--- config.mk ---
export PLATFORM = sky130hd
export DESIGN_NAME = rbsh_queue
export DESIGN_NICKNAME = d
export VERILOG_FILES = /design/src/rtl/rbsh_pkg.sv /design/src/rtl/rbsh_queue.sv
export SDC_FILE = /design/constraint.sdc
export NUM_CORES = 1
export LEC_CHECK = 0
export ABC_AREA = 0
export BUFFER_PORTS_ARGS = -buffer_cell sky130_fd_sc_hd__buf_2
export CAP_MARGIN = 20
export CORE_MARGIN = 8
export CORE_UTILIZATION = 52
export CTS_CLUSTER_DIAMETER = 100
export DETAILED_ROUTE_END_ITERATION = 8
export HOLD_SLACK_MARGIN = 0.12
export PLACE_DENSITY = 0.79
export REMOVE_ABC_BUFFERS = 1
export SYNTH_ARGS = -nofsm -noshare
export SYNTH_HDL_FRONTEND = slang
export SYNTH_SLANG_ARGS = --single-unit
--- constraint.sdc ---
create_clock -name i_clk -period 4.3 [get_ports i_clk]
set_input_delay 0.215 -clock i_clk [delete_from_list [all_inputs] [get_ports i_clk]]
set_output_delay 0.215 -clock i_clk [all_outputs]
set_load 0.005 [all_outputs]
--- src/rtl/rbsh_pkg.sv ---
// shared constants for the ray versus box slab hit unit
package rbsh_pkg;

    // default coordinate format, signed fixed point
    localparam int CoordBitsDef = 32;
    localparam int FracBitsDef  = 16;

    // depth of the queue between front and back
    localparam int QueueDepth = 2;

endpackage

--- src/rtl/rbsh_queue.sv ---
// short queue between the front and back parts
module rbsh_queue
    import rbsh_pkg::*;
#(
    parameter int WIDTH = 8
) (
    input  logic             i_clk,
    input  logic             i_rst_n,
    input  logic             i_push,
    input  logic [WIDTH-1:0] i_data,
    input  logic             i_pop,
    output logic [WIDTH-1:0] o_data,
    output logic             o_empty,
    output logic             o_full
);
    localparam int PW = (QueueDepth > 1) ? $clog2(QueueDepth) : 1;
    localparam int CW = $clog2(QueueDepth + 1);

    logic [WIDTH-1:0] r_mem [QueueDepth];
    logic [PW-1:0]    r_wr;
    logic [PW-1:0]    n_wr;
    logic [PW-1:0]    r_rd;
    logic [PW-1:0]    n_rd;
    logic [CW-1:0]    r_cnt;
    logic [CW-1:0]    n_cnt;
    logic             do_push;
    logic             do_pop;

    assign o_empty = (r_cnt == '0);
    assign o_full  = (r_cnt == CW'(QueueDepth));
    assign do_push = i_push && !o_full;
    assign do_pop  = i_pop && !o_empty;
    assign o_data  = r_mem[r_rd];

    // pointer and fill count update
    always_comb begin
        n_wr  = r_wr;
        n_rd  = r_rd;
        n_cnt = r_cnt;
        if (do_push) begin
            n_wr = (r_wr == PW'(QueueDepth - 1)) ? '0 : r_wr + 1'b1;
        end
        if (do_pop) begin
            n_rd = (r_rd == PW'(QueueDepth - 1)) ? '0 : r_rd + 1'b1;
        end
        if (do_push && !do_pop) begin
            n_cnt = r_cnt + 1'b1;
        end else if (do_pop && !do_push) begin
            n_cnt = r_cnt - 1'b1;
        end
    end

    always_ff @(posedge i_clk) begin
        if (!i_rst_n) begin
            r_wr  <= '0;
            r_rd  <= '0;
            r_cnt <= '0;
        end else begin
            r_wr  <= n_wr;
            r_rd  <= n_rd;
            r_cnt <= n_cnt;
        end
    end

    // entry storage
    always_ff @(posedge i_clk) begin
        if (do_push) begin
            r_mem[r_wr] <= i_data;
        end
    end

endmodule

* Word level (Yosys, flattened, before mapping)
Memories as Yosys holds them, arrays and structs flattened. A register that Yosys moved wholly into a read port is not among the register bits. Index checks and enable logic that the tools add are counted. W data, S select, Z words.
Cells by class: bitwise gates (word level) 0, multiply operators 0, multiplexer cells 8, equal/unequal tests 1, div/mod/pow operators 0, shift operators 0, reductions and logical operators 10, order comparisons 0, add/sub/neg operators 4
Operators by type and width (count):
- $mux W1 | 6
- $logic_and A1 B1 Y1 | 4
- $logic_not A1 Y1 | 4
- $mux W2 | 2
- $add A1 B1 Y1 const B | 2
- $add A2 B1 Y2 const B | 1
- $eq A2 B2 Y1 const B | 1
- $logic_not A2 Y1 | 1
- $reduce_bool A2 Y1 | 1
- $sub A2 B1 Y2 const B | 1
Word-level totals: word-level logic and storage cells 27, RAM bits 16, bits of input ports 12, memory bits (read-only) 0, bits in latches 0, memories kept 1, register bits after elaboration 4
Memories:
- r_mem | words 2, bits a word 8, rd ports 1, clocked after memory_dff 1, write ports 1, RTL line rbsh_queue.sv:19 | logic [WIDTH-1:0] r_mem [QueueDepth];

* Depth between registers and ports, before layout
depth after elaboration 7, gate-level depth with buffers 7, mapped depth without buffers 7

* Worst setup path before layout
No wires, ideal clock.
kind register to register, start point reg r_cnt[0], end point reg r_cnt[1], buffers on the path 0, arrival 1.398 ns, path slack 2.832 ns, stages on the path, launching flop included 7, data required time 4.230 ns, cells stage by stage dfxtp_1 nand2b_1 inv_2 nor2_1 ha_1 or3_1 a21boi_1
Between the ends: longest elaborated chain between the ends 6
RTL lines:
- from (decl) | RTL line rbsh_queue.sv:24 | logic [CW-1:0] r_cnt;
- from (signal assigned) | RTL line rbsh_queue.sv:61 | r_cnt <= n_cnt;
- $eq A2 B2 Y1 * | RTL line rbsh_queue.sv:30 | assign o_full = (r_cnt == CW'(QueueDepth));
- named net o_full | RTL line rbsh_queue.sv:14 | output logic o_full
- $logic_not A1 Y1 * | RTL line rbsh_queue.sv:31 | assign do_push = i_push && !o_full;
- $logic_and A1 B1 Y1 * | RTL line rbsh_queue.sv:31
- named net do_push | RTL line rbsh_queue.sv:26 | logic do_push;
- $logic_not A1 Y1 | RTL line rbsh_queue.sv:48 | end else if (do_pop && !do_push) begin
- $logic_and A1 B1 Y1 | RTL line rbsh_queue.sv:48
- $reduce_bool A2 Y1 (no line)
Mark *: on every way through the listed nets, which the timed path passes. The rest lies on a longest branch. The select of a mux whose other input is x is not followed. A chain may end at the register's enable or synchronous reset.

* Final worst setup path
start point reg r_cnt[0], end point reg r_cnt[1]
Between the ends: longest elaborated chain between the ends 6
RTL lines (RTL line):
- $eq A2 B2 Y1 * | rbsh_queue.sv:30
- $logic_not A1 Y1 * | rbsh_queue.sv:31
- $logic_and A1 B1 Y1 * | rbsh_queue.sv:31
- named net do_push | rbsh_queue.sv:26
- $logic_not A1 Y1 | rbsh_queue.sv:48
- $logic_and A1 B1 Y1 | rbsh_queue.sv:48
- $reduce_bool A2 Y1 (no line)
Marks and branches as above.

==> results.toml <==
[status]
status = "finished, final reports clean"

[global_route]
grt_overflow_total = 0
met3_usage_pct = 4.566
use_met2_pct = 14.90
grt_use_met1_pct = 9.713
grt_pass1_vias = 538
grt-busiest-layer = "met2"
grt_pass1_wl_um = 2256
grt_use_total_pct = 9.048
grt_max_degree = 13
antenna_found_initial = 0

[sta]
period_needed_ns = 1.599
fin_setup_tns_ns = 0
drv_slew = 0
finalClockSkew_ns = 0.003290
hold_violations = 0
worst_slew_pin_slew_ns = 0.7171
slew_headroom_pct = 51.94
fmax_mhz = 625.3
setup_viol = 0
whs_ns = 0.1689
min_period_over_period_pct = 37.19
rsz0062_at_grt = "false"

[critical_path]
critical_path_arrival_ns = 1.82
cp_max_fo = 5
rr_startpoint = "r_cnt[0]"
start_kind = "register"
crit_path_end_kind = "register"
path_class = "reg -> reg"
cp.required_ns = 4.53
crit_start = "r_cnt[0]"

[finish]
area_growth_pct = 28.13
diodes = 0
layout.nets = 96
layout-drive-gt1-share_pct = 42.68
final_cell_area_um2 = 1037
fillers = 116

[die]
dieHeight_um = 55.46
ioPinCount = 22
initial_core_util_pct = 54.37
num_rows = 14
die_area_um2 = 3075
die_w_um = 55.46
fp.coreArea_um2 = 1489

[logic_synthesis]
synth-xor-area-share_pct = 3.246
synth-compound-area-share_pct = 4.019
synth_top_family_by_area = "multiplexers"
synth_area_leaders = "edfxtp_1, dfxtp_1, mux2_2, and2_1, xnor2_1"
synth_cell_type_count = 20
yosysWarnings = 0
synth_cells = 50
syn_area_um2 = 809.5
ys_seq_elements = 21
yosysSeqAreaShare_pct = 71.72
synth-simple-area-share_pct = 6.801
synth_top_area_share_pct = 59.35
synth_fa_ha_area_share_pct = 1.546
synthMuxAreaShare_pct = 11.13
syn_avg_cell_area_um2 = 16.19
synth_top_area_cell = "edfxtp_1"

[pwr]
swShare_pct = 28.22
p_comb_share_pct = 29.9
max-vdd-ir-drop_uv = 338.0
seq_power_share_pct = 53.4
leakagePower_nw = 0.4151
p_switching_w = 0.0001515
power.density_nw_per_um2 = 517.6
clockPowerShare_pct = 16.8
p_int_w = 0.0003854

[route]
drt_iter0_drc = 4
ant_nets = 0
post_drt_wl_per_cell_um = 14.16
dr.pass1.iters = 2
drc = 0
wl_um = 1388
vias_per_cell = 4.878
routed-via-count = 478

[placed_design]
place.gp.congestion = 0.6632
placed_area_um2 = 929.6
io_buffers = 21

[clock_tree]
cts_tree = "done"
cts_buffer_depth = 2
clk_latency_ns = 0.29
root_buffer = "clkbuf_4"
clock-sinks = 21
cts_setup_buffers = 0
clk_pin_slew_worst_paths_ns = 0.11
cts_made_buffers = 3
htree_levels = 1
cts-resized-gates = 0

[flow_run]
cap_violations = 0

[worst_hold_path]
hp-start = "i_rst_n"
hold_class = "in -> reg"
-- path summary, 6_finish.rpt --
path / endpoint / slack (ns) / cells after the start
max reg2reg: r_cnt[1] / 2.70 / 6
min reg2reg: r_cnt[1] / 0.55 / 2
max: r_cnt[1] / 2.70 / 6
min: r_wr / 0.17 / 2
-- metal layers --
| layer | vias up | part of all wire [%] |
|---|---|---|
| met4 | 0 | 0.65 |
| met1 | 217 | 41 |
| met3 | 2 | 7.4 |
| met5 | - | 0 |
| met2 | 14 | 50 |
| li1 | 245 | - |
-- worst max-delay path, stage by stage (launching register included) --
cell      delay (ns)
dfxtp_1         0.43
nand2b_1        0.18
inv_2           0.06
nor2_1          0.09
ha_1            0.26
or3_1           0.35
a21boi_1        0.17
-- repair_timing --
item / CTS / global route
endpoints found under the setup margin: 0 / 0
hold endpoints to repair: 16 / 0
hold buffers: 8 / 0
-- placed cells by master, fill, tap and decap left out --
master,synthesis,final
inv_1,1,1
xor2_1,1,1
o21ai_0,1,1
and2_1,3,3
clkbuf_4,0,3
mux2_2,8,8
a21boi_1,1,1
buf_2,1,21
inv_2,1,1
a21boi_0,1,1
nand2b_1,1,1
or3_1,1,1
edfxtp_1,16,16
nor3_2,1,1
and3_1,1,1
nor2_1,2,2
o21ai_1,1,1
ha_1,1,1
clkinv_2,0,1
xnor2_1,2,2
dlygate4sd3_1,0,8
o21a_1,1,1
dfxtp_1,5,5
-- Yosys cell counts, drive strengths merged --
| cell | instances |
|---|---|
| o21a | 1 |
| xor2 | 1 |
| or3 | 1 |
| inv | 2 |
| and2 | 3 |
| o21ai | 2 |
| xnor2 | 2 |
| and3 | 1 |
| edfxtp | 16 |
| dfxtp | 5 |
| ha | 1 |
| mux2 | 8 |
| a21boi | 2 |
| nor3 | 1 |
| buf | 1 |
| nand2b | 1 |
| nor2 | 2 |
-- metrics by stage --
step / util, % / setup WS [ns] / instances / total power (W)
final: 69.66 / 2.701 / 98 / 0.0005369
after global routing: 69.66 / 2.587 / 98 / 0.0005724
after CTS: 69.66 / 2.689 / 98 / 0.0005452
after detailed placement: 62.44 / 2.702 / 86 / 0.0004502
after global placement: 62.44 / 2.783 / 86 / 0.0004431
after floorplan: - / 2.832 / 49 / 0.0003883
-- final cells by class --
| class | count | area, µm² | area share, % |
|---|---|---|---|
| clock inverters | 1 | 5.005 | 0.4825 |
| inverters | 2 | 7.507 | 0.7238 |
| repair buffers | 29 | 185.2 | 17.85 |
| well taps | 16 | 20.02 | 1.930 |
| multi-input cells | 26 | 216.5 | 20.87 |
| flip-flops and latches | 21 | 580.6 | 55.97 |
| clock buffers | 3 | 22.52 | 2.171 |
-- sequential cells by signal (all words and copies together), names as in the netlist, named ones only --
register  flops
r_mem        16
r_rd          1
r_wr          1
r_cnt         2
-- cell families (layout without fill, tap and decap cells) --
| family | after synthesis | after routing |
|---|---|---|
| buf+inv | 3 | 35 |
| mux | 8 | 8 |
| simple gates | 9 | 9 |
| xor+xnor | 3 | 3 |
| compound gates | 5 | 5 |
| flops | 21 | 21 |
| fa+ha+maj | 1 | 1 |
-- power groups by stage --
stage          registers [W]  clock network, W  logic (W)
3_5_place_dp        0.000292                 0   0.000158
3_3_place_gp        0.000289                 0   0.000154
2_1_floorplan       0.000284                 0   0.000105
4_1_cts             0.000288         0.0000928   0.000165
5_1_grt             0.000293          0.000100   0.000180
6_report            0.000286         0.0000900   0.000160
(Power assumes the default switching activity.)
