## config.mk

```make
export PLATFORM = sky130hd
export DESIGN_NAME = rbsh_front
export DESIGN_NICKNAME = d
export VERILOG_FILES = /design/src/rtl/rbsh_pkg.sv /design/src/rtl/rbsh_front.sv
export SDC_FILE = /design/constraint.sdc
export NUM_CORES = 1
export LEC_CHECK = 0
export BUFFER_PORTS_ARGS = -buffer_cell sky130_fd_sc_hd__buf_2
export CAP_MARGIN = 40
export CORE_AREA = 5 5 177 179
export DETAILED_ROUTE_END_ITERATION = 16
export DIE_AREA = 0 0 182 184
export PLACE_DENSITY = 0.7
export SETUP_SLACK_MARGIN = 0.05
export SLEW_MARGIN = 20
export SYNTH_ARGS = -nofsm -noshare
export SYNTH_HDL_FRONTEND = slang
export SYNTH_SLANG_ARGS = --single-unit
```

## constraint.sdc

```tcl
create_clock -name vclk -period 16.2
set_clock_uncertainty 0.15 [all_clocks]
set_input_delay 2.43 -clock vclk [all_inputs]
set_output_delay 2.43 -clock vclk [all_outputs]
set_load 0.02 [all_outputs]
```

## src/rtl/rbsh_pkg.sv

```systemverilog
// shared constants for the ray versus box slab hit unit
package rbsh_pkg;

    // default coordinate format, signed fixed point
    localparam int CoordBitsDef = 32;
    localparam int FracBitsDef  = 16;

    // depth of the queue between front and back
    localparam int QueueDepth = 2;

endpackage

```

## src/rtl/rbsh_front.sv

```systemverilog
// front part: slab offsets, direction magnitudes and parallel-axis classification
module rbsh_front
    import rbsh_pkg::*;
#(
    parameter int COORD_BITS = CoordBitsDef
) (
    input  logic signed [COORD_BITS-1:0] i_origin_x,
    input  logic signed [COORD_BITS-1:0] i_origin_y,
    input  logic signed [COORD_BITS-1:0] i_dir_x,
    input  logic signed [COORD_BITS-1:0] i_dir_y,
    input  logic signed [COORD_BITS-1:0] i_box_x,
    input  logic signed [COORD_BITS-1:0] i_box_y,
    input  logic        [COORD_BITS-2:0] i_box_w,
    input  logic        [COORD_BITS-2:0] i_box_h,
    output logic signed [COORD_BITS+1:0] o_n1x,
    output logic signed [COORD_BITS+1:0] o_n2x,
    output logic signed [COORD_BITS+1:0] o_n1y,
    output logic signed [COORD_BITS+1:0] o_n2y,
    output logic        [COORD_BITS-1:0] o_adx,
    output logic        [COORD_BITS-1:0] o_ady,
    output logic                         o_sdx,
    output logic                         o_sdy,
    output logic                         o_parx,
    output logic                         o_pary,
    output logic                         o_pmiss
);
    localparam int C = COORD_BITS;

    logic signed [C:0]   far_x;
    logic signed [C:0]   far_y;
    logic signed [C:0]   ox_w;
    logic signed [C:0]   oy_w;
    logic                miss_x;
    logic                miss_y;

    // far edges, exact and one bit wider
    assign far_x = {i_box_x[C-1], i_box_x} + {2'b00, i_box_w};
    assign far_y = {i_box_y[C-1], i_box_y} + {2'b00, i_box_h};
    assign ox_w  = {i_origin_x[C-1], i_origin_x};
    assign oy_w  = {i_origin_y[C-1], i_origin_y};

    // numerators of the slab divisions
    assign o_n1x = {{2{i_box_x[C-1]}}, i_box_x} - {ox_w[C], ox_w};
    assign o_n2x = {far_x[C], far_x} - {ox_w[C], ox_w};
    assign o_n1y = {{2{i_box_y[C-1]}}, i_box_y} - {oy_w[C], oy_w};
    assign o_n2y = {far_y[C], far_y} - {oy_w[C], oy_w};

    // direction sign and magnitude
    assign o_sdx = i_dir_x[C-1];
    assign o_sdy = i_dir_y[C-1];
    assign o_adx = i_dir_x[C-1] ? C'(-i_dir_x) : i_dir_x;
    assign o_ady = i_dir_y[C-1] ? C'(-i_dir_y) : i_dir_y;

    // parallel axes: miss when the origin lies outside the slab
    assign o_parx = (i_dir_x == '0);
    assign o_pary = (i_dir_y == '0);
    assign miss_x = o_parx && ((i_origin_x < i_box_x) || (ox_w > far_x));
    assign miss_y = o_pary && ((i_origin_y < i_box_y) || (oy_w > far_y));
    assign o_pmiss = miss_x || miss_y;

endmodule

```

### Word level (Yosys, flattened, before mapping)

Cells that the tools add are included.

* register bits: 0
* input port bits: 254
* word-level logic and storage cells: 21

* add/subtract/negate cells: 8
* magnitude comparators: 4
* muxes and demuxes: 2
* reductions and logical operators: 7

Operators with widths (count)
* $sub 33x32->34: 2
* $add 32x32->33: 2
* $gt 32x33->1: 2
* $sub 32x32->33: 2
* $logic_not 32->1: 2
* $lt 32x32->1: 2
* $mux 32: 2
* $neg 32->32: 2
* $logic_or 1x1->1: 3
* $logic_and 1x1->1: 2

### Logic depth before layout (Yosys ltp)

Gate-level depths: netlist of the first run.

* word-level depth: 5
* mapped depth: 23

### Worst setup path before layout of the first run

OpenSTA, ideal clock, no wires.

* path kind: input to output
* start point: input port i_box_x[6]
* end point: output port o_n2x[29]
* arrival time: 6.517 ns
* slack: 7.103 ns
* stages on the path: 21
* cells stage by stage: ha_1 and3_1 or2_2 o32a_1 o21ai_1 or3_1 a21boi_0 o31a_1 o31a_1 or4_1 o311ai_0 ha_1 nand2_1 inv_1 nand4_1 nor2_1 a311oi_1 o31ai_1 and3_1 a31oi_1 xnor2_1

* cells in the longest elaborated chain, start to end: 2

Ends and longest elaborated chain
* from (decl): line rbsh_front.sv:11 `input logic signed [COORD_BITS-1:0] i_box_x,`
* $add 32x32->33: line rbsh_front.sv:37 `assign far_x = {i_box_x[C-1], i_box_x} + {2'b00, i_box_w};`
* $sub 33x32->34: line rbsh_front.sv:44 `assign o_n2x = {far_x[C], far_x} - {ox_w[C], ox_w};`
* to (decl): line rbsh_front.sv:16 `output logic signed [COORD_BITS+1:0] o_n2x,`

No other way between the ends.

### Worst setup path in the final report of the first run

* start point: input port i_box_x[6]
* end point: output port o_n2x[32]

Same word-level chain as after synthesis.

==> flow_summary.json, run 1 <==
{
  "drtIter0Drc": 773,
  "min_path_cells": 2,
  "endpoint_kind": "output port",
  "register_area_um2": 0,
  "fin_area_mm2": 0.0137,
  "p_sw_frac": 0.622,
  "slew_headroom": 0.420,
  "min_from": "i_dir_x[0]",
  "worstHoldEndpoint": "o_adx[0]",
  "slew_viol_final": 0,
  "die_height_um": 184,
  "wl_um": 44100,
  "syn_area_mm2": 0.0110,
  "final_util": 0.465,
  "gp_congestion": 1.04,
  "multi_input_area_mm2": 0.0104,
  "ir_drop_mv": 0.0413,
  "syn2layout_area_growth_pct": 24.5,
  "seqPwrFrac": 0,
  "synth.distinct_cells": 64,
  "setup_violations": 0,
  "dpl_cell_area_mm2": 0.0137,
  "hold_class": "input pin to output port",
  "yosys.area.top_type": "ha_1",
  "synthMuxAreaShare": 0.00194,
  "first_pass_iters": 5,
  "port_buffers": 459,
  "vias": 13300,
  "synth_top_cell_area_share": 0.223,
  "synthAdderAreaFrac": 0.234,
  "rows": 63,
  "ctsResizeCount": 0,
  "grt_antenna_before_repair": 1,
  "critical_path_buf_inv_count": 2,
  "comb_power_share": 1.000,
  "synth_compound_area_frac": 0.322,
  "cap_violations": 0,
  "synth_top_family_by_area": "compound AO/OA/AOI/OAI gates",
  "status": "completed",
  "start_util": 0.374,
  "syn-num-nets": 2034,
  "fin_crit_sh": 0.628,
  "crit_type": "input pin to output port",
  "worst_slew_pin_slew_ns": 0.864,
  "rsz0062_at_grt": "false",
  "fp.dieW_um": 182,
  "drive_gt1_frac": 0.241,
  "grt_use_total": 0.238,
  "post_drt_via_cell_ratio": 5.55,
  "crit_chain": "buf_2 > ha_1 > a21o_1 > a21o_1 > a21oi_1 > nor3b_1 > a21o_1 > o21ai_0 > a21oi_1 > xnor2_1 > ha_1 > a21o_1 > a2111oi_0 > a21boi_0 > o21ai_0 > a41oi_1 > o21ai_0 > and4_1 > a221oi_1 > xnor2_1 > buf_2",
  "p_sw_uw": 658,
  "critPathArrivalTime_ns": 7.59,
  "ant_nets": 0,
  "coreArea_mm2": 0.0294,
  "grt_pass1_vias": 12900,
  "fillers": 3064,
  "p_leak_nw": 7.13,
  "cts_hold_buffers": 0,
  "min_period_ns": 10.17,
  "seq_cell_count": 0,
  "hold_viol": 0,
  "drcViolationCount": 0,
  "dpl.hpwl_um": 39100,
  "max_freq_mhz": 98.3,
  "clockBufferCount": 0,
  "seq_area_frac_synth": 0,
  "yosysWarnings": 0,
  "overflow": 0,
  "postSynthAreaPerCell_um2": 6.96,
  "start_kind": "input pin",
  "nets": 2474,
  "wire_per_inst_um": 18.3,
  "p_total_mw": 1.06,
  "pwr-share-clk": 0,
  "internal-power_uw": 401,
  "crit_required_ns": 13.62,
  "p_per_area_mw_per_mm2": 77.4,
  "grt_max_degree": 35,
  "crit_path_frequent_cell": "a21o_1",
  "synthSimpleGateAreaFrac": 0.208,
  "tns_ns": 0,
  "synth-xor-area-share": 0.178,
  "die_area_mm2": 0.0335,
  "syn_inst": 1578,
  "grt_pass1_wl_um": 66400,
  "io_pins": 459,
  "slowest_stage": "a41oi_1",
  "path_delay_family": "compound AO/OA/AOI/OAI gates",
  "cts_setup_buffers": 0,
  "cp_max_fo": 5,
  "max_stage_delay_ns": 0.40,
  "yosys-top-cells-area": "ha_1 22%, xnor2_1 13%, a21o_1 6.9%"
}
-- cells in the final DEF (no fill, tap or decap), types with 10 or more instances in the layout --
cell,n
buf_2,459
ha_1,196
xnor2_1,168
a21oi_1,143
inv_1,134
o21ai_0,112
a21o_1,101
nand2_1,100
nor2_1,99
xor2_1,55
nor2b_1,43
nand3_1,34
nor3_1,29
o21a_1,28
nand2b_1,27
o31ai_1,25
nand4_1,22
o21bai_1,20
and3_1,20
a31oi_1,19
or3_1,15
o211ai_1,13
or2_2,12
a211oi_1,10
or4_1,10
-- layout make-up --
class,instances,share of cell area
Antenna cell,1,0.000183
Timing Repair Buffer,461,0.169
Tap cell,390,0.0357
Multi-Input combinational cell,1421,0.758
Inverter,134,0.0368
-- power by group through the flow --
stage | Combinational (mW) | Sequential (mW) | Clock (mW)
CTS | 1.05 | 0 | 0
global route | 1.14 | 0 | 0
global placement | 1.04 | 0 | 0
floorplan | 0.722 | 0 | 0
finish | 1.06 | 0 | 0.000000000349
detailed placement | 1.05 | 0 | 0
-- routing by layer --
layer	GRT usage	vias up	wire, µm
met5	0	-	13
met4	0.0760	2	1490
met3	0.0287	84	2440
met2	0.447	499	22000
met1	0.281	6107	18200
li1	-	6655	-
-- worst max path at each step --
stage	start	to	slack, ns	cells past startpoint
2_1_floorplan	i_box_x[6]	o_n2x[29]	7.10	21
3_3_place_gp	i_box_x[6]	o_n2x[32]	6.27	21
3_5_place_dp	i_box_x[6]	o_n2x[32]	6.21	21
4_1_cts	i_box_x[6]	o_n2x[32]	6.18	21
5_1_grt	i_box_x[6]	o_n2x[32]	5.79	21
6_report	i_box_x[6]	o_n2x[32]	6.03	21
-- cells in the mapped netlist (all sizes together) (5+ instances only) --
library cell,count
a211oi,10
a21boi,8
a21o,101
a21oi,143
a31oi,19
and2,7
and3,20
buf,6
clkbuf,17
fa,6
ha,196
inv,134
nand2,100
nand2b,27
nand3,34
nand4,22
nor2,99
nor2b,43
nor3,29
nor3b,5
nor4,8
o2111ai,6
o211ai,13
o21a,28
o21ai,113
o21bai,20
o311ai,7
o31a,6
o31ai,25
o41ai,8
or2,12
or3,19
or4,12
xnor2,168
xor2,55
-- cell families (layout without fill, tap and decap cells) --
logic type	after synthesis	in the layout
AO/OA/AOI/OAI	547	547
AND/OR/NAND/NOR	447	447
XOR/XNOR	223	223
adder cells (fa/ha/maj)	202	202
buffers and inverters	157	595
multiplexers	2	2
other	0	1
-- metrics by stage --
| stage | hold WS [ns] | setup WS, ns | std cells |
|---|---|---|---|
| floorplan | 4.80 | 7.10 | 1578 |
| global placement | 4.96 | 6.27 | 2406 |
| detailed placement | 4.97 | 6.21 | 2406 |
| CTS | 4.97 | 6.18 | 2406 |
| global route | 4.98 | 5.79 | 2406 |
| finish | 4.97 | 6.03 | 2407 |
Power figures use the tool's default switching activity.
==> inputs of run 2 (changes only) <==
==> constraint.sdc (replaced) <==
create_clock -name vclk -period 9.4
set_clock_uncertainty 0.15 [all_clocks]
set_input_delay 1.41 -clock vclk [all_inputs]
set_output_delay 1.41 -clock vclk [all_outputs]
set_load 0.02 [all_outputs]
==> flow_summary.json, run 2 (same netlist as run 1, synthesis figures left out) <==
{
  "tns_ns": 0,
  "gp_congestion": 1.02,
  "nets": 2476,
  "min_from": "i_dir_x[0]",
  "hold_class": "input pin to output port",
  "drtIter0Drc": 677,
  "grt_use_total": 0.240,
  "clockBufferCount": 0,
  "cap_violations": 0,
  "p_total_mw": 1.83,
  "ant_nets": 0,
  "first_pass_iters": 5,
  "overflow": 0,
  "die_area_mm2": 0.0335,
  "grt_antenna_before_repair": 2,
  "vias": 13400,
  "wire_per_inst_um": 18.3,
  "max_freq_mhz": 124,
  "status": "completed",
  "p_leak_nw": 7.13,
  "cp_max_fo": 5,
  "coreArea_mm2": 0.0294,
  "fin_area_mm2": 0.0137,
  "ctsResizeCount": 0,
  "fin_crit_sh": 0.855,
  "grt_pass1_wl_um": 66600,
  "rows": 63,
  "fillers": 3078,
  "hold_viol": 0,
  "hold_slack_ns": 2.93,
  "min_path_cells": 2,
  "wl_um": 44100,
  "port_buffers": 459,
  "final_common_cell": "buf_2",
  "fin_ws_ns": 1.36,
  "start_util": 0.374,
  "slew_headroom": 0.425,
  "worstHoldEndpoint": "o_adx[0]",
  "endpoint_kind": "output port",
  "setup_violations": 0,
  "p_per_area_mw_per_mm2": 134,
  "fp.dieW_um": 182,
  "io_pins": 459,
  "die_height_um": 184,
  "crit_required_ns": 7.84,
  "start_kind": "input pin",
  "crit_type": "input pin to output port",
  "critPathArrivalTime_ns": 6.48,
  "cts_setup_buffers": 0,
  "final_cell_mix": "460 x buf_2, 196 x ha_1, 168 x xnor2_1",
  "rsz0062_at_grt": "false",
  "grt_pass1_vias": 13000,
  "ir_drop_mv": 0.0805,
  "worst_slew_pin_slew_ns": 0.854,
  "drcViolationCount": 0,
  "post_drt_via_cell_ratio": 5.55,
  "slew_viol_final": 0,
  "register_area_um2": 0,
  "grt_max_degree": 35,
  "drive_gt1_frac": 0.242,
  "dp_slack_ns": 1.51,
  "dpl.hpwl_um": 39200,
  "syn2layout_area_growth_pct": 24.6,
  "dpl_cell_area_mm2": 0.0137,
  "seq_cell_count": 0,
  "cts_hold_buffers": 0,
  "min_period_ns": 8.04
}
==> run 2: cell count changes in the layout (fill, tap and decap cells not counted), sizes merged <==
cell,change
buf,+1
clkbuf,+1
==> run 2: cell type report <==
cell class                      instances  area, µm²  area share
Antenna cell                            1       2.50    0.000183
Inverter                              134        503      0.0367
Multi-Input combinational cell       1421      10400       0.758
Tap cell                              390        488      0.0356
Timing Repair Buffer                  463       2320       0.170
==> run 2: worst max path at each step <==
stage | startpoint | endpoint | slack (ns) | depth (start not counted)
after floorplan | i_box_x[6] | o_n2x[29] | 2.34 | 21
after global placement | i_box_x[6] | o_n2x[32] | 1.51 | 21
after detailed placement | i_box_x[0] | o_pmiss | 1.51 | 22
after CTS | i_box_x[6] | o_n2x[32] | 1.47 | 21
after global routing | i_box_x[0] | o_n2x[32] | 1.00 | 23
final | i_box_x[6] | o_n2x[32] | 1.36 | 21
==> run 2: layer usage <==
metal,up-vias,track usage,wire (µm)
li1,6653,-,-
met1,6091,0.282,17800
met2,521,0.446,21700
met3,95,0.0233,2550
met4,2,0.0967,2000
met5,-,0,18
==> run 2: worst max-delay path, cell delays in order <==
cell and delay [ns]:
buf_2 0.13, ha_1 0.36, a21o_1 0.20, a21o_1 0.18, a21oi_1 0.19, nor3b_1 0.30
a21o_1 0.22, o21ai_0 0.09, a21oi_1 0.18, xnor2_1 0.14, ha_1 0.31, a21o_1 0.21
a2111oi_0 0.34, a21boi_0 0.36, o21ai_0 0.26, a41oi_1 0.39, o21ai_0 0.18, and4_1 0.28
a221oi_1 0.35, xnor2_1 0.18, buf_2 0.20
==> run 2: power by group <==
group,switching (mW),internal [mW]
combinational,1.14,0.690
sequential,0,0
clock,0,0.0000000142
==> run 2: through the flow <==
step | utilization | instances
after global routing | 0.466 | 2409
after detailed placement | 0.465 | 2406
after floorplan | - | 1578
after CTS | 0.465 | 2406
final | 0.466 | 2409
after global placement | 0.465 | 2406
==> inputs of run 3 (changes only) <==
--- a/config.mk
+++ b/config.mk
@@ -11,6 +11,7 @@
 export DETAILED_ROUTE_END_ITERATION = 16
 export DIE_AREA = 0 0 182 184
 export PLACE_DENSITY = 0.7
+export REMOVE_ABC_BUFFERS = 1
 export SETUP_SLACK_MARGIN = 0.05
 export SLEW_MARGIN = 20
 export SYNTH_ARGS = -nofsm -noshare
==> flow_summary.json, run 3 (same netlist as run 1, synthesis figures left out) <==
{
  "dpl_cell_area_mm2": 0.0137,
  "vias": 13400,
  "final_common_cell": "buf_2",
  "post_drt_via_cell_ratio": 5.54,
  "register_area_um2": 0,
  "slew_headroom": 0.410,
  "p_leak_nw": 7.15,
  "met2_length_um": 22500,
  "final_cell_mix": "460 x buf_2, 196 x ha_1, 168 x xnor2_1",
  "rows": 63,
  "tns_ns": 0,
  "max_freq_mhz": 125,
  "ir_drop_mv": 0.0770,
  "seq_cell_count": 0,
  "min_period_ns": 7.97,
  "syn2layout_area_growth_pct": 24.9,
  "port_buffers": 459,
  "die_height_um": 184,
  "cp_max_fo": 5,
  "status": "completed",
  "drtIter0Drc": 803,
  "crit_required_ns": 7.84,
  "start_kind": "input pin",
  "fillers": 3066,
  "slew_viol_final": 0,
  "fin_crit_sh": 0.848,
  "dpl.hpwl_um": 40500,
  "ctsResizeCount": 0,
  "fin_ws_ns": 1.43,
  "met1_length_um": 18700,
  "cts_hold_buffers": 0,
  "dr.max_layer_used": "met5",
  "grt_max_degree": 35,
  "fin_area_mm2": 0.0137,
  "io_pins": 459,
  "hold_class": "input pin to output port",
  "dp_slack_ns": 1.52,
  "min_path_cells": 2,
  "die_area_mm2": 0.0335,
  "crit_type": "input pin to output port",
  "setup_violations": 0,
  "grt_pass1_vias": 12900,
  "rsz0062_at_grt": "false",
  "fp.dieW_um": 182,
  "drcViolationCount": 0,
  "ant_nets": 0,
  "first_pass_iters": 5,
  "coreArea_mm2": 0.0294,
  "start_util": 0.374,
  "overflow": 0,
  "cap_violations": 0,
  "gp_congestion": 1.01,
  "drive_gt1_frac": 0.243,
  "worst_slew_pin_slew_ns": 0.874,
  "wl_um": 45400,
  "endpoint_kind": "output port",
  "met3_length_um": 2720,
  "grt_use_total": 0.249,
  "clockBufferCount": 0,
  "hold_viol": 0,
  "wire_per_inst_um": 18.8,
  "grt_pass1_wl_um": 68700,
  "critPathArrivalTime_ns": 6.41,
  "nets": 2478,
  "p_per_area_mw_per_mm2": 135,
  "cts_setup_buffers": 0,
  "grt_antenna_before_repair": 4
}
[run 3: report_power, final]
part	leakage, nW	total, mW	switching, mW	internal (mW)
sequential	0	0	0	0
combinational	7.15	1.85	1.16	0.692
clock	0.00000634	0.0000000142	0	0.0000000142
total	7.15	1.85	1.16	0.692
[run 3: worst max-delay path, stage by stage]
cell,delay [ns]
buf_2,0.12
ha_1,0.35
a21o_1,0.20
a21o_1,0.17
a21oi_1,0.20
nor3b_1,0.29
a21o_1,0.22
o21ai_0,0.09
a21oi_1,0.18
xnor2_1,0.15
ha_1,0.31
a21o_1,0.20
a2111oi_0,0.34
a21boi_0,0.37
o21ai_0,0.26
a41oi_1,0.38
o21ai_0,0.18
and4_1,0.27
a221oi_1,0.34
xnor2_1,0.16
buf_2,0.19
[run 3: area by class of cell]
type | count | area [µm²] | area share
tap | 390 | 488 | 0.0355
inverter | 134 | 503 | 0.0366
antenna | 1 | 2.50 | 0.000182
multi-input combinational | 1421 | 10400 | 0.756
timing repair buffer | 465 | 2360 | 0.172
[run 3: routing by layer]
layer / up-vias / track usage
met2: 503 / 0.465
met4: 2 / 0.0715
li1: 6660 / -
met5: - / 0
met1: 6120 / 0.303
met3: 71 / 0.0241
[run 3: per-stage QoR]
stage               cells  hold WS, ns   util  total power [mW]
floorplan            1555         2.67      -              1.24
global placement     2408         2.92  0.466              1.83
detailed placement   2408         2.92  0.466              1.83
CTS                  2408         2.92  0.466              1.84
global route         2411         2.93  0.467              1.99
finish               2411         2.92  0.467              1.85
[run 3: final timing paths]
kind	from	end	slack (ns)
max	i_box_x[6]	o_n2x[32]	1.43
min	i_dir_y[0]	o_ady[0]	2.92
